===== config.mk =====
export PLATFORM = sky130hd
export DESIGN_NAME = sc_control
export DESIGN_NICKNAME = d
export VERILOG_FILES = /design/src/design/sc_pkg.sv /design/src/design/sc_control.sv
export SDC_FILE = /design/constraint.sdc
export NUM_CORES = 1
export LEC_CHECK = 0
export ABC_AREA = 1
export BUFFER_PORTS_ARGS = -buffer_cell sky130_fd_sc_hd__buf_2
export CAP_MARGIN = 20
export CORE_UTILIZATION = 47
export DETAILED_ROUTE_END_ITERATION = 8
export GPL_TIMING_DRIVEN = 0
export PLACE_DENSITY = 0.88
export SETUP_SLACK_MARGIN = 0.4
export SYNTH_ARGS = -nofsm -noshare
export SYNTH_HDL_FRONTEND = slang
export SYNTH_SLANG_ARGS = --single-unit

===== constraint.sdc =====
create_clock -name clk -period 2.15 [get_ports clk]
set_input_delay 0 -clock clk [delete_from_list [all_inputs] [get_ports clk]]
set_output_delay 0 -clock clk [all_outputs]
set_load 0.03 [all_outputs]

===== src/design/sc_pkg.sv =====
// Shared types and constants for the stack calculator.
// No dependencies.
`default_nettype none
package sc_pkg;
  localparam int STACK_DEPTH   = 64;
  localparam int FRACTION_BITS = 16;
  localparam int ADDR_W        = $clog2(STACK_DEPTH);
  localparam int COUNT_W       = $clog2(STACK_DEPTH + 1);

  typedef enum logic [2:0] {
    OP_PUSH = 3'd0, OP_POP = 3'd1, OP_CLEAR = 3'd2, OP_ADD = 3'd3,
    OP_SUB = 3'd4, OP_MUL = 3'd5, OP_DIV = 3'd6, OP_SUM = 3'd7
  } op_t;

  typedef enum logic [1:0] {
    ST_OK = 2'd0, ST_FEW = 2'd1, ST_DIVZERO = 2'd2, ST_FULL = 2'd3
  } status_t;

  typedef struct packed {
    logic [2:0]         operation;
    logic signed [31:0] push_value;
  } in_item_t;

  typedef struct packed {
    logic signed [31:0] top_value;
    logic [6:0]         entry_count;
    logic [1:0]         status;
  } out_item_t;

  typedef enum logic [3:0] {
    S_IDLE, S_RD_A, S_RD_B, S_LOAD, S_SUM, S_MUL, S_DIV, S_WRITE, S_TOPRD, S_TOPWAIT,
    S_OUT
  } state_t;

  // Commands from controller to datapath.
  typedef struct packed {
    logic take_in;     // latch input item
    logic rd_a;        // read entry count-2
    logic rd_b;        // read entry count-1
    logic sum_start;   // clear accumulator, start sum walk
    logic sum_step;    // add one entry
    logic mul_go;      // compute product
    logic div_start;
    logic div_step;
    logic write_res;   // push result
    logic pop;
    logic clear;
    logic rd_top;
    logic latch_top;
    logic set_few;
    logic set_full;
    logic set_divzero;
    logic set_ok;
  } cmd_t;

  typedef struct packed {
    logic [2:0] operation;
    logic       empty;
    logic       few;       // fewer than two entries
    logic       full;
    logic       b_zero;
    logic       walk_end;  // every entry has been read by the sum walk
    logic       sum_done;
    logic       div_done;
  } stat_t;
endpackage
`default_nettype wire


===== src/design/sc_control.sv =====
// Controller state machine of the stack calculator.
// Depends on sc_pkg.
`default_nettype none
module sc_control (
  input  wire logic          clk,
  input  wire logic          rst,
  input  wire logic          in_valid,
  output logic               in_ready,
  output logic               out_valid,
  input  wire logic          out_ready,
  input  wire sc_pkg::stat_t stat,
  output sc_pkg::cmd_t       cmd
);
  import sc_pkg::*;

  state_t state, state_next;

  always_ff @(posedge clk) begin
    if (rst) state <= S_IDLE;
    else     state <= state_next;
  end

  always_comb begin
    state_next = state;
    case (state)
      S_IDLE: if (in_valid) state_next = S_RD_A;
      S_RD_A: begin
        case (stat.operation)
          OP_PUSH: state_next = stat.full ? S_TOPRD : S_WRITE;
          OP_POP, OP_CLEAR: state_next = S_TOPRD;
          OP_SUM:  state_next = stat.full ? S_TOPRD : S_SUM;
          default: state_next = stat.few ? S_TOPRD : S_RD_B;
        endcase
      end
      S_RD_B: state_next = S_LOAD;
      S_LOAD: begin
        case (stat.operation)
          OP_MUL:  state_next = S_MUL;
          OP_DIV:  state_next = S_DIV;
          default: state_next = stat.full ? S_TOPRD : S_WRITE;
        endcase
      end
      S_MUL:  state_next = stat.full ? S_TOPRD : S_WRITE;
      S_SUM:  if (stat.sum_done) state_next = S_WRITE;
      S_DIV: begin
        if (stat.b_zero) state_next = S_TOPRD;
        else if (stat.div_done) state_next = stat.full ? S_TOPRD : S_WRITE;
      end
      S_WRITE:   state_next = S_TOPRD;
      S_TOPRD:   state_next = S_TOPWAIT;
      S_TOPWAIT: state_next = S_OUT;
      S_OUT:     if (out_ready) state_next = S_IDLE;
      default:   state_next = S_IDLE;
    endcase
  end

  // Division steps only after the start cycle; div_started marks that.
  logic div_started;
  always_ff @(posedge clk) begin
    if (rst) begin
      div_started <= 1'b0;
    end else begin
      div_started <= (state == S_DIV) && !stat.div_done;
    end
  end

  always_comb begin
    cmd       = '0;
    in_ready  = (state == S_IDLE);
    out_valid = (state == S_OUT);
    case (state)
      S_IDLE: cmd.take_in = in_valid;
      S_RD_A: begin
        cmd.rd_a   = 1'b1;
        cmd.set_ok = 1'b1;
        case (stat.operation)
          OP_PUSH: cmd.set_full = stat.full;
          OP_POP: begin
            cmd.pop     = !stat.empty;
            cmd.set_few = stat.empty;
          end
          OP_CLEAR: cmd.clear = 1'b1;
          OP_SUM: begin
            cmd.set_full  = stat.full;
            cmd.sum_start = 1'b1;
          end
          default: cmd.set_few = stat.few;
        endcase
      end
      S_RD_B: cmd.rd_b = 1'b1;
      S_LOAD: begin
        cmd.latch_top = 1'b1;
        if (stat.operation != OP_MUL && stat.operation != OP_DIV)
          cmd.set_full = stat.full;
      end
      S_MUL: begin
        cmd.mul_go   = 1'b1;
        cmd.set_full = stat.full;
      end
      S_SUM: cmd.sum_step = !stat.walk_end;
      S_DIV: begin
        if (stat.b_zero) begin
          cmd.pop         = 1'b1;
          cmd.set_divzero = 1'b1;
        end else if (!div_started && !stat.div_done) begin
          cmd.div_start = 1'b1;
        end else if (!stat.div_done) begin
          cmd.div_step = 1'b1;
        end else begin
          cmd.set_full = stat.full;
        end
      end
      S_WRITE: cmd.write_res = 1'b1;
      S_TOPRD: cmd.rd_top = 1'b1;
      default: ;
    endcase
  end
endmodule
`default_nettype wire


==> impl_results.md <==
- Status: complete, no violations
- DR top layer: met3
- WL met1: 824 um
- Root Buffer: clkbuf_4
- WP data required: approximately 2200 ps
- Routed vias: 893
- I/O Buffers: 32
- Power Total: 629 uW
- Top-count cell post-synth: nor2_1
- Bufs on Longest Clock Path: 2
- Post-CTS setup buffer count: 0
- Fillers: 106
- Share of cells above drive strength 1: 36.5%
- Worst Path Arrival: 1680 ps
- HP Start: out_ready
- Reg2reg start: state[1]$_SDFFE_PP0P_
- Critical-path top delay cell: dfxtp_1
- Initial antenna violation count: 0
- Number of global-route vias before repair: 701
- Placed Area: 821 um2
- H-tree Lvls: 1
- Worst path max stage delay: 490 ps
- Synth cell types: 22
- DR iter-0 viols: 27
- CTS Buf Count: 3
- PostCTS Resize Cnt: 0
- Worst-path fanout max: 8
- GR Util All Layers: 27.6%
- PwrDens: 717 nW/um2
- Fmax: 595 MHz
- Final Hold Vio Count: 0
- Rows: 12
- Seq/Total Area, Yosys: 15.7%
- Top Ports: 33
- Layout area overhead: 37.5%
- N_diodes: 0
- Post-route DRC: 0
- Internal power: 303 uW
- Critical path launch point type: flop
- Share of the synthesized area in the top cell type: 15.7%
- Critical path startpoint: state[0]$_SDFFE_PP0P_
- Mean Syn Cell Area: ~5.5 um2
- Setup_tns: 0 ps
- Iteration count of the initial detailed-routing pass: 4
- Placer Congestion: between 0.8 and 0.9
- Clk_lat worst skew: ~230 ps
- Post-synth top cells: nor2_1, nand2_1, nand3_1
- Worst path cell trace: nand2_2 > nor2_4 > inv_1 > a211oi_2 > buf_2
- Pin count of the biggest net entering global routing: 10
- Die Wd: 38.8 um
- Worst slew margin: between 70% and 80%
- Synth area leaders: dfxtp_1, nand3_1, nor2_1
- Total nets after synthesis: between 100 and 150
- CP Class: flop to output pin
- Synth Flop Type: dfxtp_1
- Ys async rst share: 0%
- Cell family with most CP delay: flip-flops
- Mapped cell area: 638 um2
- Sw frac: 51.8%
- Core Footprint: 1190 um2
- Tcrit/Tclk final: 78.1%
- Global-route wire length before repair: 2880 um
- Yosys Warn Count: 0
- EDFF count, synth: 0
- Max_cap viols: 0
- Die Ht: 38.8 um
- Final Max Tran Viols: 0
- Wirelength, routed: 1900 um
- Starting Density: 53.8%
- Routed Antenna Nets: 0
- WP buf/inv: 2
- Worst Hold Class: input port to flop
- Seq pwr share: 19.8%
- Post-route design area: 877 um2
- RSZ-0062 raised after global routing: false
- Met2 routed WL: just under 1000 um
- Yosys top cell by area: dfxtp_1
- Die Area: 1510 um2
- Slew of the pin with the lowest slew margin: between 300 and 400 ps
- Worst vdd ir: 0.490 mV
- CTS tree: yes
- Hpwl dp: 1530 um
- Synth Register Bits: 5
- Metal3 WL: 98 um
- CTS Hold Buffers Added: 3
- Fin crit period: 1680 ps
- Wirelength per Cell: 11.2 um
- Combinational share of power: 63.5%
- Clock transition at path regs: 40 ps
- GRT overflow: 0
- Clock share of power: 16.7%
- Endpoints failing setup: 0
- Critical path capture point type: output pin
- Vias per cell: 5.25
- Net Switching: around 330 uW
- Setup Skew: 1.75 ps
- Mapped Cells: roughly 120
- Reg2reg setup slack: ~660 ps
- NumNets Final: 171
- Clock Sinks: 5
- Lkg Pwr: 0.000511 uW
[worst reg2reg max path, stage by stage, from the launching register on]
cell and delay, ps:
dfxtp_1 300, buf_4 150, inv_2 60, nor2_2 120, nand2_2 110, nor3_1 130
dlygate4sd3_1 560
[final timing paths]
kind / end / depth (start not counted)
setup / recovery: cmd[3] / 5
hold / removal: state[3]$_SDFFE_PP0P_ / 4
setup reg to reg: div_started$_SDFF_PP0_ / 6
hold reg to reg: state[1]$_SDFFE_PP0P_ / 3
[per-stage QoR]
stage	setup WS [ps]	utilization, %	hold WS, ps	std cells
final	470	73.9	86.1	170
after CTS	508	73.9	70.3	170
after global placement	825	69.2	204	163
after global routing	419	73.9	78.6	170
after detailed placement	767	69.2	206	163
after floorplan	483	-	69.1	117
[cell families (layout without fill, tap and decap cells)]
kind of cell / Yosys count / count (layout) / share of synthesized area, %
AO/OA/AOI/OAI: 13 / 13 / 13.3
buffers and inverters: 25 / 64 / 15.9
AND/OR/NAND/NOR: 74 / 74 / 55.1
flip-flops: 5 / 5 / 15.7
[power groups by stage]
| stage | sequential (uW) | combinational [uW] | clock, uW |
|---|---|---|---|
| 2_1_floorplan | 122 | 296 | 0 |
| 3_3_place_gp | 124 | 381 | 0 |
| 3_5_place_dp | 125 | 391 | 0 |
| 4_1_cts | 123 | 396 | 110 |
| 5_1_grt | 126 | 432 | 117 |
| 6_report | 124 | 400 | 105 |
[flip-flops by register name, summed over array words and instances, names as in the netlist]
signal,count
div_started,1
state,4
[layer usage]
layer	global-route usage (%)	up-vias
met5	0	-
met4	7.76	0
met3	3.47	0
met2	47.1	42
met1	35.9	399
li1	-	452
[layout by cell type (no fill, tap or decap), types with 2 or more instances in the layout]
cell	n
buf_2	32
inv_1	16
inv_2	7
nor3_1	3
dfxtp_1	5
nor2_4	2
nor2_1	22
clkbuf_4	3
dlygate4sd3_1	3
o21ai_0	3
nand2_1	20
a21oi_1	3
nor2_2	3
nand2_2	3
nand4_1	2
o21ai_2	2
nand3_1	17
buf_4	2
[area by class of cell]
| type | count | area [um2] | share of cell area (%) |
|---|---|---|---|
| multi-input combinational | 87 | 442 | 50.4 |
| sequential | 5 | 100 | 11.4 |
| tap | 14 | 17.5 | 2.00 |
| clock buffer | 4 | 26.3 | 3.00 |
| timing repair buffer | 35 | 190 | 21.7 |
| buffer | 2 | 15.0 | 1.71 |
| inverter | 23 | 86.3 | 9.84 |
No activity file was read; power rests on OpenSTA's default activity.
